`config.mk`:
```
export PLATFORM = sky130hd
export DESIGN_NAME = pi_controller_antiwindup
export DESIGN_NICKNAME = d
export VERILOG_FILES = /design/src/pica_pkg.sv /design/src/pi_controller_antiwindup.sv
export SDC_FILE = /design/constraint.sdc
export NUM_CORES = 2
export LEC_CHECK = 0
export BUFFER_PORTS_ARGS = -buffer_cell sky130_fd_sc_hd__buf_2
export CAP_MARGIN = 15
export CORE_MARGIN = 2
export CORE_UTILIZATION = 55
export CTS_CLUSTER_DIAMETER = 120
export CTS_CLUSTER_SIZE = 30
export DETAILED_ROUTE_END_ITERATION = 10
export HOLD_SLACK_MARGIN = 0.08
export PLACE_DENSITY_LB_ADDON = 0.05
export SYNTH_ARGS = -nofsm -noshare
export SYNTH_HDL_FRONTEND = slang
export SYNTH_SLANG_ARGS = --single-unit
```
`constraint.sdc`:
```
create_clock -name clk -period 14 [get_ports clk]
set_clock_uncertainty 0.05 [all_clocks]
set_input_delay 2.1 -clock clk [delete_from_list [all_inputs] [get_ports clk]]
set_output_delay 2.1 -clock clk [all_outputs]
set_load 0.01 [all_outputs]
```
`src/pica_pkg.sv`:
```
package pica_pkg;

    // Configuration register indexes
    localparam logic [2:0] REG_PROP_GAIN     = 3'd0;
    localparam logic [2:0] REG_INTEGRAL_GAIN = 3'd1;
    localparam logic [2:0] REG_WINDUP_GAIN   = 3'd2;
    localparam logic [2:0] REG_STEP_TIME     = 3'd3;
    localparam logic [2:0] REG_DRIVE_MIN     = 3'd4;
    localparam logic [2:0] REG_DRIVE_MAX     = 3'd5;

    // Request codes
    localparam logic REQ_STEP  = 1'b0;
    localparam logic REQ_CLEAR = 1'b1;

    // Datapath operations
    localparam int OP_W = 4;
    localparam logic [OP_W-1:0] OP_NOP       = 4'd0;
    localparam logic [OP_W-1:0] OP_UNSAT     = 4'd1;
    localparam logic [OP_W-1:0] OP_CLAMP     = 4'd2;
    localparam logic [OP_W-1:0] OP_TERM_LOAD = 4'd3;
    localparam logic [OP_W-1:0] OP_TERM_ADD  = 4'd4;
    localparam logic [OP_W-1:0] OP_INC_LOAD  = 4'd5;
    localparam logic [OP_W-1:0] OP_INC_ADD   = 4'd6;
    localparam logic [OP_W-1:0] OP_FINISH    = 4'd7;
    localparam logic [OP_W-1:0] OP_CLEAR     = 4'd8;

    // Multiplier operand selects
    localparam logic [1:0] A_ERR  = 2'd0;
    localparam logic [1:0] A_DIFF = 2'd1;
    localparam logic [1:0] A_THI  = 2'd2;
    localparam logic [1:0] A_TLO  = 2'd3;

    localparam logic [1:0] B_KP  = 2'd0;
    localparam logic [1:0] B_KI  = 2'd1;
    localparam logic [1:0] B_KAW = 2'd2;
    localparam logic [1:0] B_DT  = 2'd3;

    // Sequencing
    localparam logic [1:0] JMP_NEXT     = 2'd0;
    localparam logic [1:0] JMP_WAIT_IN  = 2'd1;
    localparam logic [1:0] JMP_WAIT_OUT = 2'd2;
    localparam logic [1:0] JMP_HOME     = 2'd3;

    localparam int STEP_W = 4;
    localparam logic [STEP_W-1:0] STEP_IDLE   = 4'd0;
    localparam logic [STEP_W-1:0] STEP_UNSAT  = 4'd1;
    localparam logic [STEP_W-1:0] STEP_CLAMP  = 4'd2;
    localparam logic [STEP_W-1:0] STEP_KI     = 4'd3;
    localparam logic [STEP_W-1:0] STEP_KAW    = 4'd4;
    localparam logic [STEP_W-1:0] STEP_THI    = 4'd5;
    localparam logic [STEP_W-1:0] STEP_TLO    = 4'd6;
    localparam logic [STEP_W-1:0] STEP_FINISH = 4'd7;
    localparam logic [STEP_W-1:0] STEP_CLEAR  = 4'd8;

    typedef struct packed {
        logic [OP_W-1:0]   op;
        logic [1:0]        a_sel;
        logic [1:0]        b_sel;
        logic [1:0]        jump;
        logic [STEP_W-1:0] target;
    } uword_t;

    // Microprogram. The waiting step branches to the clear routine on a clear request.
    function automatic uword_t ucode(input logic [STEP_W-1:0] step);
        uword_t w;
        w = '{op: OP_NOP, a_sel: A_ERR, b_sel: B_KP, jump: JMP_HOME, target: STEP_IDLE};
        case (step)
            STEP_IDLE:
                w = '{op: OP_NOP, a_sel: A_ERR, b_sel: B_KP, jump: JMP_WAIT_IN,
                      target: STEP_UNSAT};
            STEP_UNSAT:
                w = '{op: OP_UNSAT, a_sel: A_ERR, b_sel: B_KP, jump: JMP_NEXT,
                      target: STEP_IDLE};
            STEP_CLAMP:
                w = '{op: OP_CLAMP, a_sel: A_ERR, b_sel: B_KP, jump: JMP_NEXT,
                      target: STEP_IDLE};
            STEP_KI:
                w = '{op: OP_TERM_LOAD, a_sel: A_ERR, b_sel: B_KI, jump: JMP_NEXT,
                      target: STEP_IDLE};
            STEP_KAW:
                w = '{op: OP_TERM_ADD, a_sel: A_DIFF, b_sel: B_KAW, jump: JMP_NEXT,
                      target: STEP_IDLE};
            STEP_THI:
                w = '{op: OP_INC_LOAD, a_sel: A_THI, b_sel: B_DT, jump: JMP_NEXT,
                      target: STEP_IDLE};
            STEP_TLO:
                w = '{op: OP_INC_ADD, a_sel: A_TLO, b_sel: B_DT, jump: JMP_NEXT,
                      target: STEP_IDLE};
            STEP_FINISH:
                w = '{op: OP_FINISH, a_sel: A_ERR, b_sel: B_KP, jump: JMP_WAIT_OUT,
                      target: STEP_IDLE};
            STEP_CLEAR:
                w = '{op: OP_CLEAR, a_sel: A_ERR, b_sel: B_KP, jump: JMP_WAIT_OUT,
                      target: STEP_IDLE};
            default:
                w = '{op: OP_NOP, a_sel: A_ERR, b_sel: B_KP, jump: JMP_HOME,
                      target: STEP_IDLE};
        endcase
        return w;
    endfunction

endpackage

```
`src/pi_controller_antiwindup.sv`:
```
// PI controller with back-calculation anti-windup, fixed point.
//
// Input channel: in_valid/in_stall carry req_type and loop_error. A step
// request returns the clamped drive and a clamp flag; a clear request zeroes
// the integrator and returns a drive of zero.
// Output channel: out_valid/out_stall carry drive and clamped from a result
// register, so a new request can be taken while a result still waits.
// A microprogram drives one shared 43 x 17 bit multiplier: a step request
// runs through the steps UNSAT, CLAMP, KI, KAW, THI, TLO and FINISH to the
// result register, a clear request through CLEAR alone. One request is in
// work at a time. The last step waits while the result register is full and
// the receiver stalls; in_stall stays high until the sequencer is back at its
// first step. Reset clears the integrator and the sequencer, empties the
// result register and loads the gains and limits with their defaults (unity
// proportional gain, other gains and the sample period zero, full-range
// limits). Configuration is written through cfg_we/cfg_index/cfg_data by the
// user only while idle; the block itself does not enforce this.
module pi_controller_antiwindup
    import pica_pkg::*;
(
    input  logic               clk,
    input  logic               rst_n,
    input  logic               cfg_we,
    input  logic [2:0]         cfg_index,
    input  logic [15:0]        cfg_data,
    input  logic               in_valid,
    output logic               in_stall,
    input  logic               req_type,
    input  logic signed [15:0] loop_error,
    output logic               out_valid,
    input  logic               out_stall,
    output logic signed [15:0] drive,
    output logic               clamped
);

    logic [15:0]        prop_gain_reg, integral_gain_reg, windup_gain_reg, step_time_reg;
    logic signed [15:0] drive_min_reg, drive_max_reg;

    logic [STEP_W-1:0]  step_reg, step_next;
    uword_t             uw;

    logic signed [15:0] err_reg;
    logic signed [41:0] unsat_reg, unsat_next;
    logic signed [31:0] sat_reg;
    logic               clip_reg;
    logic signed [41:0] diff_reg, diff_next;
    logic signed [59:0] term_reg, term_next;
    logic signed [51:0] inc_reg, inc_next;
    logic signed [31:0] integ_reg, integ_next;

    logic               out_valid_reg, out_valid_next;
    logic signed [15:0] drive_reg, drive_next;
    logic               clamped_reg, clamped_next;

    logic signed [42:0] mul_a;
    logic signed [16:0] mul_b;
    logic signed [59:0] prod;

    logic signed [41:0] lo_w, hi_w, sat_w;
    logic signed [52:0] sum_w;
    logic               in_take, out_free, write_out;

    assign uw       = ucode(step_reg);
    assign in_stall = (uw.jump != JMP_WAIT_IN);
    assign in_take  = in_valid && !in_stall;
    assign out_free = !out_valid_reg || !out_stall;
    assign write_out = (uw.jump == JMP_WAIT_OUT) && out_free;

    assign out_valid = out_valid_reg;
    assign drive     = drive_reg;
    assign clamped   = clamped_reg;

    // Configuration registers
    always_ff @(posedge clk or negedge rst_n)
    begin
        if (!rst_n)
        begin
            prop_gain_reg     <= 16'd256;
            integral_gain_reg <= 16'd0;
            windup_gain_reg   <= 16'd0;
            step_time_reg     <= 16'd0;
            drive_min_reg     <= 16'sh8000;
            drive_max_reg     <= 16'sh7FFF;
        end
        else if (cfg_we)
        begin
            case (cfg_index)
                REG_PROP_GAIN:     prop_gain_reg     <= cfg_data;
                REG_INTEGRAL_GAIN: integral_gain_reg <= cfg_data;
                REG_WINDUP_GAIN:   windup_gain_reg   <= cfg_data;
                REG_STEP_TIME:     step_time_reg     <= cfg_data;
                REG_DRIVE_MIN:     drive_min_reg     <= cfg_data;
                REG_DRIVE_MAX:     drive_max_reg     <= cfg_data;
                default:           ;
            endcase
        end
    end

    // Sequencer
    always_comb
    begin
        step_next = step_reg;
        case (uw.jump)
            JMP_NEXT:
                step_next = step_reg + 1'b1;
            JMP_WAIT_IN:
                if (in_take)
                    step_next = (req_type == REQ_CLEAR) ? STEP_CLEAR : uw.target;
            JMP_WAIT_OUT:
                if (out_free)
                    step_next = uw.target;
            default:
                step_next = STEP_IDLE;
        endcase
    end

    // Shared multiplier
    always_comb
    begin
        case (uw.a_sel)
            A_ERR:   mul_a = {{27{err_reg[15]}}, err_reg};
            A_DIFF:  mul_a = {diff_reg[41], diff_reg};
            A_THI:   mul_a = {{7{term_reg[59]}}, term_reg[59:24]};
            default: mul_a = {19'd0, term_reg[23:0]};
        endcase
        case (uw.b_sel)
            B_KP:    mul_b = {1'b0, prop_gain_reg};
            B_KI:    mul_b = {1'b0, integral_gain_reg};
            B_KAW:   mul_b = {1'b0, windup_gain_reg};
            default: mul_b = {1'b0, step_time_reg};
        endcase
    end

    assign prod = mul_a * mul_b;

    // Clamp limits scaled to the 2^-31 grid of the integrator.
    assign lo_w = {{10{drive_min_reg[15]}}, drive_min_reg, 16'd0};
    assign hi_w = {{10{drive_max_reg[15]}}, drive_max_reg, 16'd0};

    always_comb
    begin
        if (unsat_reg < lo_w)
            sat_w = lo_w;
        else if (unsat_reg > hi_w)
            sat_w = hi_w;
        else
            sat_w = unsat_reg;
    end

    assign sum_w = {inc_reg[51], inc_reg} + {{21{integ_reg[31]}}, integ_reg};

    // Datapath
    always_comb
    begin
        unsat_next     = unsat_reg;
        diff_next      = diff_reg;
        term_next      = term_reg;
        inc_next       = inc_reg;
        integ_next     = integ_reg;
        drive_next     = drive_reg;
        clamped_next   = clamped_reg;
        out_valid_next = out_valid_reg && out_stall;
        case (uw.op)
            OP_UNSAT:
                unsat_next = $signed({prod[33:0], 8'd0}) +
                             {{10{integ_reg[31]}}, integ_reg};
            OP_CLAMP:
                diff_next = sat_w - unsat_reg;
            OP_TERM_LOAD:
                term_next = $signed({prod[43:0], 16'd0});
            OP_TERM_ADD:
                term_next = term_reg + prod;
            OP_INC_LOAD:
                inc_next = prod[51:0];
            OP_INC_ADD:
                // The low part of the split product is floored at the 2^-24 point.
                inc_next = inc_reg + $signed({36'd0, prod[39:24]});
            OP_FINISH:
                if (write_out)
                begin
                    if (!sum_w[52] && (|sum_w[51:31]))
                        integ_next = 32'sh7FFFFFFF;
                    else if (sum_w[52] && !(&sum_w[51:31]))
                        integ_next = 32'sh80000000;
                    else
                        integ_next = sum_w[31:0];
                    // Round to nearest with ties upward.
                    drive_next     = sat_reg[31:16] + {15'd0, sat_reg[15]};
                    clamped_next   = clip_reg;
                    out_valid_next = 1'b1;
                end
            OP_CLEAR:
                if (write_out)
                begin
                    integ_next     = '0;
                    drive_next     = '0;
                    clamped_next   = 1'b0;
                    out_valid_next = 1'b1;
                end
            default:
                ;
        endcase
    end

    always_ff @(posedge clk or negedge rst_n)
    begin
        if (!rst_n)
        begin
            step_reg      <= STEP_IDLE;
            integ_reg     <= '0;
            out_valid_reg <= 1'b0;
        end
        else
        begin
            step_reg      <= step_next;
            integ_reg     <= integ_next;
            out_valid_reg <= out_valid_next;
        end
    end

    always_ff @(posedge clk)
    begin
        if (in_take)
            err_reg <= loop_error;
        if (uw.op == OP_CLAMP)
        begin
            sat_reg  <= sat_w[31:0];
            clip_reg <= (sat_w != unsat_reg);
        end
        unsat_reg   <= unsat_next;
        diff_reg    <= diff_next;
        term_reg    <= term_next;
        inc_reg     <= inc_next;
        drive_reg   <= drive_next;
        clamped_reg <= clamped_next;
    end

endmodule

```
# [Word level (Yosys, flattened, before mapping)]
# Memory sizes are Yosys's and may differ from the RTL's.
# Cells that the tools add are included.
# Widths: inputs -> output; s select.
[totals] output_inout_bits=19 inputBits=41 memories=1 reg_bits=395 wordCells=106 romBits=176
[mem_list] memory="(name not given)" depth=16 word_bits=11 read_ports=1 rd_clocked_by_memory_dff=0 write_ports=0 line="pica_pkg.sv:67" text="case (step)"
[classes] mux=23 multipliers=1 addsub=7 reduce_logical=29 eq_ne=25 order_cmp=2
[op_table] cell="$pmux 43 s3" count=1
[op_table] cell="$mux 32" count=4
[op_table] cell="$pmux 60 s2" count=1
[op_table] cell="$pmux 52 s2" count=1
[op_table] cell="$mux 42" count=2
[op_table] cell="$pmux 32 s2" count=1
[op_table] cell="$add 60x60->60" count=1
[op_table] cell="$mul 43x17->60" count=1
[op_table] cell="$add 52x32->53" count=1
[op_table] cell="$add 52x17->52" count=1
[op_table] cell="$pmux 16 s3" count=1
[op_table] cell="$add 42x42->42" count=1
[op_table] cell="$gt 42x32->1" count=1
[op_table] cell="$lt 42x32->1" count=1
[op_table] cell="$ne 42x42->1" count=1
[op_table] cell="$sub 42x42->42" count=1
[op_table] cell="$mux 16" count=2
[op_table] cell="$pmux 16 s2" count=1
[op_table] cell="$reduce_and 21->1" count=1
[op_table] cell="$reduce_or 21->1" count=1
[op_table] cell="$add 16x1->16" count=1
[op_table] cell="$eq 4x3->1 const B" count=4
[op_table] cell="$reduce_and 2->1" count=7
[op_table] cell="$mux 4" count=3
[op_table] cell="22 further kinds" count=47

# [Longest topological paths before layout]
[depth] ltp_word=8 ltp_mapped=48 mapped_depth_nobuf=44

# [Least setup slack after synthesis]
# Ideal clock, no wire load.
[synth_timing] path_type="flip-flop to flip-flop" start="register step_reg[1]" end="register inc_reg[25] (data pin)" path_stages_with_launch=47 arrival_ns=11.106 setup_slack_ns=2.590 path_buffers=6 required_time_ns=13.696 setup_time_ns=0.254 period_less_slack_ns=11.410 cell_sequence="dfrtp_1 clkbuf_1 inv_1 ha_1 clkbuf_1 mux2i_1 nor2_1 clkbuf_1 clkbuf_1 nand3_1 o21ai_1 clkbuf_1 nor2_1 fa_1 inv_1 fa_1 fa_1 fa_1 [11 not listed] a21oi_1 nor3_1 nor2_1 xnor2_1 ha_1 a21o_1 a21oi_1 o21bai_1 a21oi_1 o21ai_0 a2111oi_0 or3_1 a21oi_1 and3_1 clkbuf_1 and3b_1 or3_1 o21a_1"
[synth_via] elab_chain_len=6 elab_cells_between_ends=14 classes_between="1 x add/sub; 1 x mul; 6 x eq/ne; 3 x mux; 2 x reduce/logical; 1 x memory"
[synth_rtl] element="from (decl)" line="pi_controller_antiwindup.sv:39" text="logic [STEP_W-1:0] step_reg, step_next;"
[synth_rtl] element="from (signal assigned)" line="pi_controller_antiwindup.sv:215" text="step_reg <= step_next;"
[synth_rtl] element="$mem_v2 16x11 *"
[synth_rtl] element="$eq 2x2->1 (tied with other cells)" line="pi_controller_antiwindup.sv:120" text="case (uw.a_sel)"
[synth_rtl] element="$pmux 43 s3 or $pmux 16 s3 (tied branches)" line="pi_controller_antiwindup.sv:120, pi_controller_antiwindup.sv:126"
[synth_rtl] element="$mul 43x17->60" line="pi_controller_antiwindup.sv:134" text="assign prod = mul_a * mul_b;"
[synth_rtl] element="$add 52x17->52" line="pi_controller_antiwindup.sv:177" text="inc_next = inc_reg + $signed({36'd0, prod[39:24]});"
[synth_rtl] element="$pmux 52 s2 *" line="pi_controller_antiwindup.sv:163" text="case (uw.op)"
[synth_rtl] element="via inc_next[25]" line="pi_controller_antiwindup.sv:48" text="logic signed [51:0] inc_reg, inc_next;"
[synth_rtl] element="to (signal assigned)" line="pi_controller_antiwindup.sv:233" text="inc_reg <= inc_next;"
[synth_rtl] element="to (decl)" line="pi_controller_antiwindup.sv:48"
# The timed path passes the listed nets; every way through them passes the cells marked *.
# A chain may end at the register's enable or synchronous reset.

# [Final worst setup path]
[layout_timing] start="register step_reg[1]" end="register term_reg[56] (data pin)"
[layout_via] elab_chain_len=6 elab_cells_between_ends=14 classes_between="1 x add/sub; 1 x mul; 6 x eq/ne; 3 x mux; 2 x reduce/logical; 1 x memory"
[layout_rtl] element="$mem_v2 16x11 *"
[layout_rtl] element="$eq 2x2->1 (tied with other cells)" line="pi_controller_antiwindup.sv:120"
[layout_rtl] element="$pmux 43 s3 or $pmux 16 s3 (tied branches)" line="pi_controller_antiwindup.sv:120, pi_controller_antiwindup.sv:126"
[layout_rtl] element="$mul 43x17->60" line="pi_controller_antiwindup.sv:134"
[layout_rtl] element="$add 60x60->60" line="pi_controller_antiwindup.sv:172" text="term_next = term_reg + prod;"
[layout_rtl] element="$pmux 60 s2 *" line="pi_controller_antiwindup.sv:163"
[layout_rtl] element="via term_next[56]" line="pi_controller_antiwindup.sv:47" text="logic signed [59:0] term_reg, term_next;"
[layout_rtl] element="to (signal assigned)" line="pi_controller_antiwindup.sv:232" text="term_reg <= term_next;"
[layout_rtl] element="to (decl)" line="pi_controller_antiwindup.sv:47"
# Marks and branches as above.

==> flow_summary.html <==
<table>
<tr><th>Metric</th><th>Value</th></tr>
<tr><th colspan="2">Synth</th></tr>
<tr><td>Post-synthesis instance area</td><td>between 50000 and 60000 sq um</td></tr>
<tr><td>YS warnings</td><td>0</td></tr>
<tr><td>Number of enable flip-flop cells after synthesis</td><td>~250</td></tr>
<tr><td>Average size of a mapped cell</td><td>between 8 and 9 sq um</td></tr>
<tr><td>Total of flip-flops plus latches after synthesis</td><td>380</td></tr>
<tr><td>Top_reg_cell synth</td><td>sky130_fd_sc_hd__edfxtp_1</td></tr>
<tr><td>Synthesized instance count</td><td>~5800</td></tr>
<tr><td>Seq/Total Area, Yosys</td><td>around a fifth</td></tr>
<tr><td>Distinct cells, synth</td><td>88</td></tr>
<tr><td>Leading post-synthesis cells by cell area</td><td>sky130_fd_sc_hd__fa_1 25%, sky130_fd_sc_hd__edfxtp_1 14%, sky130_fd_sc_hd__ha_1 9.7%</td></tr>
<tr><td>Share of async-settable or async-resettable flops after synthesis</td><td>roughly a third</td></tr>
<tr><td>Post-synthesis net count</td><td>6851</td></tr>
<tr><td>Proportion of netlist area held by the largest area contributor</td><td>24.8%</td></tr>
<tr><td>Area leader, netlist</td><td>sky130_fd_sc_hd__fa_1</td></tr>
<tr><th colspan="2">CTS</th></tr>
<tr><td>Worst skew pair latency</td><td>0.63 ns</td></tr>
<tr><td>Clk sink count</td><td>between 300 and 400</td></tr>
<tr><td>Clock input transition at the sequential cells of the worst setup and hold paths</td><td>about 0.12 ns</td></tr>
<tr><td>Clock Path Buffers</td><td>3</td></tr>
<tr><td>Max H-tree Level</td><td>1</td></tr>
<tr><td>Buffer cell driving the clock tree root</td><td>sky130_fd_sc_hd__clkbuf_16</td></tr>
<tr><td>TritonCTS clock tree</td><td>done</td></tr>
<tr><td>Number of buffers created by CTS</td><td>20</td></tr>
<tr><th colspan="2">Die</th></tr>
<tr><td>Full die area</td><td>just under 100000 sq um</td></tr>
<tr><td>Die width</td><td>about 310 um</td></tr>
<tr><td>Initial core utilization</td><td>55.3%</td></tr>
<tr><td>Height of the chip</td><td>310 um</td></tr>
<tr><td>I/O pin total</td><td>60</td></tr>
<tr><td>Core area</td><td>about 93000 sq um</td></tr>
<tr><td>Number of rows created at floorplan</td><td>about 110</td></tr>
<tr><th colspan="2">Cells and area</th></tr>
<tr><td>Number of flip-flops in the largest register</td><td>60</td></tr>
<tr><td>Most used cells in the layout excluding fill and tap cells</td><td>808 x sky130_fd_sc_hd__inv_1, 790 x sky130_fd_sc_hd__nand2_1, 638 x sky130_fd_sc_hd__fa_1</td></tr>
<tr><td>Final nets</td><td>6791</td></tr>
<tr><td>Fraction of layout cells with a size suffix above 1</td><td>approximately 6.6%</td></tr>
<tr><td>Layout Area Growth over Synthesis</td><td>4.99%</td></tr>
<tr><td>Commonest non-fill, non-tap cell in the layout</td><td>sky130_fd_sc_hd__inv_1</td></tr>
<tr><th colspan="2">Worst setup path</th></tr>
<tr><td>Type of origin of the critical path</td><td>register</td></tr>
<tr><td>Cell occurring most often along the worst timing path</td><td>sky130_fd_sc_hd__inv_1</td></tr>
<tr><td>CP Max Fanout</td><td>21</td></tr>
<tr><td>FF-to-FF path depth</td><td>43</td></tr>
<tr><td>Slowest cell on the critical path</td><td>sky130_fd_sc_hd__ha_2</td></tr>
<tr><td>Class of the most critical setup path</td><td>reg2reg</td></tr>
<tr><td>Crit path capture type</td><td>register</td></tr>
<tr><td>CP Data Required Time</td><td>14.31 ns</td></tr>
<tr><td>Max incr delay on CP</td><td>a little over 0.7 ns</td></tr>
<tr><td>Critical Path AT</td><td>around 14 ns</td></tr>
<tr><th colspan="2">STA</th></tr>
<tr><td>Slew at the pin with the worst max-slew slack</td><td>1.19 ns</td></tr>
<tr><td>Max-slew headroom at the worst pin</td><td>about a fifth</td></tr>
<tr><td>FMAX</td><td>about 76 MHz</td></tr>
<tr><td>Unrepaired setup endpoints after global routing</td><td>no</td></tr>
<tr><td>Tcrit/Tclk final</td><td>94.3%</td></tr>
<tr><td>Pins Over Slew Limit</td><td>0</td></tr>
<tr><td>Clock period minus worst slack</td><td>about 13 ns</td></tr>
<tr><td>Final Hold Vio Count</td><td>0</td></tr>
<tr><td>Count of final setup violators</td><td>0</td></tr>
<tr><td>TNS Setup</td><td>0 ns</td></tr>
<tr><th colspan="2">Placement</th></tr>
<tr><td>Global placer's final weighted congestion</td><td>0.983</td></tr>
<tr><td>IO Port Bufs</td><td>between 50 and 60</td></tr>
<tr><td>HPWL after DPL</td><td>about 140000 um</td></tr>
<tr><th colspan="2">Detailed routing</th></tr>
<tr><td>Drt drc</td><td>0</td></tr>
<tr><td>Routed wire length</td><td>around 180000 um</td></tr>
<tr><td>DR pass1 iterations</td><td>5</td></tr>
<tr><td>Number of vias per cell after detailed routing</td><td>between 6 and 7</td></tr>
<tr><td>Initial DRC count</td><td>~4300</td></tr>
<tr><td>Total number of vias</td><td>between 40000 and 50000</td></tr>
<tr><td>Average routed wire per standard cell</td><td>roughly 25 um</td></tr>
<tr><td>Remaining number of nets flagged by the antenna check after routing</td><td>0</td></tr>
<tr><th colspan="2">Global routing</th></tr>
<tr><td>Antenna violations before repair</td><td>13</td></tr>
<tr><td>Total routing resource utilization after global routing</td><td>between 30% and 40%</td></tr>
<tr><td>Global-route wire length before repair</td><td>around 270000 um</td></tr>
<tr><td>Total global routing overflow</td><td>0</td></tr>
<tr><td>Largest net degree at the start of global routing</td><td>just over 80</td></tr>
<tr><td>Number of global-route vias before repair</td><td>between 40000 and 50000</td></tr>
<tr><th colspan="2">Flow run</th></tr>
<tr><td>Max-cap check violation count</td><td>0</td></tr>
<tr><th colspan="2">Worst hold path</th></tr>
<tr><td>Worst hold path class</td><td>reg2reg</td></tr>
<tr><td>Worst Hold Path Cells</td><td>0</td></tr>
<tr><th colspan="2">Run status</th></tr>
<tr><td>Outcome</td><td>complete, no violations</td></tr>
</table>
## critical path, delay by kind of cell (launching register included)
family                     cells  cell delay, ns
AOI/OAI and AO/OA             22            5.64
adders and majority gates      9            4.31
buffers and inverters          7            1.03
and+or+nand+nor                3            0.75
xor gates and xnor gates       2            0.61
DFF                            1            0.55
## stage by stage
stage | util [%] | instance area (sq um) | setup slack, ns | std cells | hold WS, ns
finish | 58.1 | 54100 | 0.802 | 6987 | 0.461
global route | 58.1 | 54100 | 0.213 | 6985 | 0.476
CTS | 58.1 | 54000 | 0.607 | 6979 | 0.457
detailed placement | 57.3 | 53300 | 0.587 | 6943 | 0.432
global placement | 57.3 | 53300 | 0.859 | 6941 | 0.429
floorplan | - | 51500 | 2.59 | 5772 | 0.401
## cell usage after synthesis (41+ instances only)
cell and instances:
sky130_fd_sc_hd__inv_1 808, sky130_fd_sc_hd__nand2_1 792, sky130_fd_sc_hd__fa_1 638, sky130_fd_sc_hd__nor2_1 470, sky130_fd_sc_hd__ha_1 400, sky130_fd_sc_hd__a21oi_1 304
sky130_fd_sc_hd__o21ai_0 263, sky130_fd_sc_hd__edfxtp_1 247, sky130_fd_sc_hd__clkbuf_1 224, sky130_fd_sc_hd__xnor2_1 166, sky130_fd_sc_hd__a21o_1 145, sky130_fd_sc_hd__dfrtp_1 116
sky130_fd_sc_hd__xor2_1 107, sky130_fd_sc_hd__mux2_2 99, sky130_fd_sc_hd__nand3_1 88, sky130_fd_sc_hd__nand4_1 71, sky130_fd_sc_hd__nor3_1 62, sky130_fd_sc_hd__o21a_1 55
sky130_fd_sc_hd__and3_1 53, sky130_fd_sc_hd__nor2b_1 50, sky130_fd_sc_hd__a221o_1 49, sky130_fd_sc_hd__a31oi_1 49, sky130_fd_sc_hd__and2_1 44, sky130_fd_sc_hd__nand2b_1 41
sky130_fd_sc_hd__o21bai_1 41
## cell families after synthesis
logic type               count (synthesis)  synth area share [%]
XOR/XNOR                               273                  4.64
multiplexers                           116                  2.69
flip-flops                             380                  20.9
AND/OR/NAND/NOR                       1772                  15.3
adder cells (fa/ha/maj)               1038                  34.5
AO/OA/AOI/OAI                         1137                  14.2
buffers and inverters                 1056                  7.78
## routing by layer
metal  part of all wire (%)  GRT usage (%)  wire, um
met5                 0.0073              0        13
met1                     43           54.2     76400
met3                    9.7           8.08     17300
met2                     43           55.8     77000
met4                    4.0           13.7      7190
## what timing repair did
action | CTS | global route
setup endpoints to repair | 0 | 7
hold buffers | 0 | 0
gates resized for setup | 0 | 2
buffers inserted | 0 | 0
## worst paths after layout
check / startpoint / to / slack [ns]
max reg2reg: step_reg[1]$_DFFE_PN0P_ / term_reg[56]$_DFFE_PP_ / 0.80
max: step_reg[1]$_DFFE_PN0P_ / term_reg[56]$_DFFE_PP_ / 0.80
min: integ_reg[0]$_DFFE_PN0P_ / unsat_reg[0]$_DFFE_PN_ / 0.46
min reg2reg: integ_reg[0]$_DFFE_PN0P_ / unsat_reg[0]$_DFFE_PN_ / 0.46
min in group asynchronous: rst_n / drive_min_reg[4]$_DFFE_PN0P_ / 1.44
max in group asynchronous: rst_n / integ_reg[28]$_DFFE_PN0P_ / 11.21
## final cells by class
type | count | area (sq um)
clock inverter | 10 | 195
antenna | 7 | 17.5
fill | 8508 | 39000
multi-input combinational | 4336 | 36900
sequential | 380 | 10800
clock buffer | 26 | 523
timing repair buffer | 166 | 1110
tap | 1254 | 1570
inverter | 808 | 3030
Power is left out: the tool's default activity adds up to more than one toggle a clock period on the data nets, which glitch-free logic cannot reach.
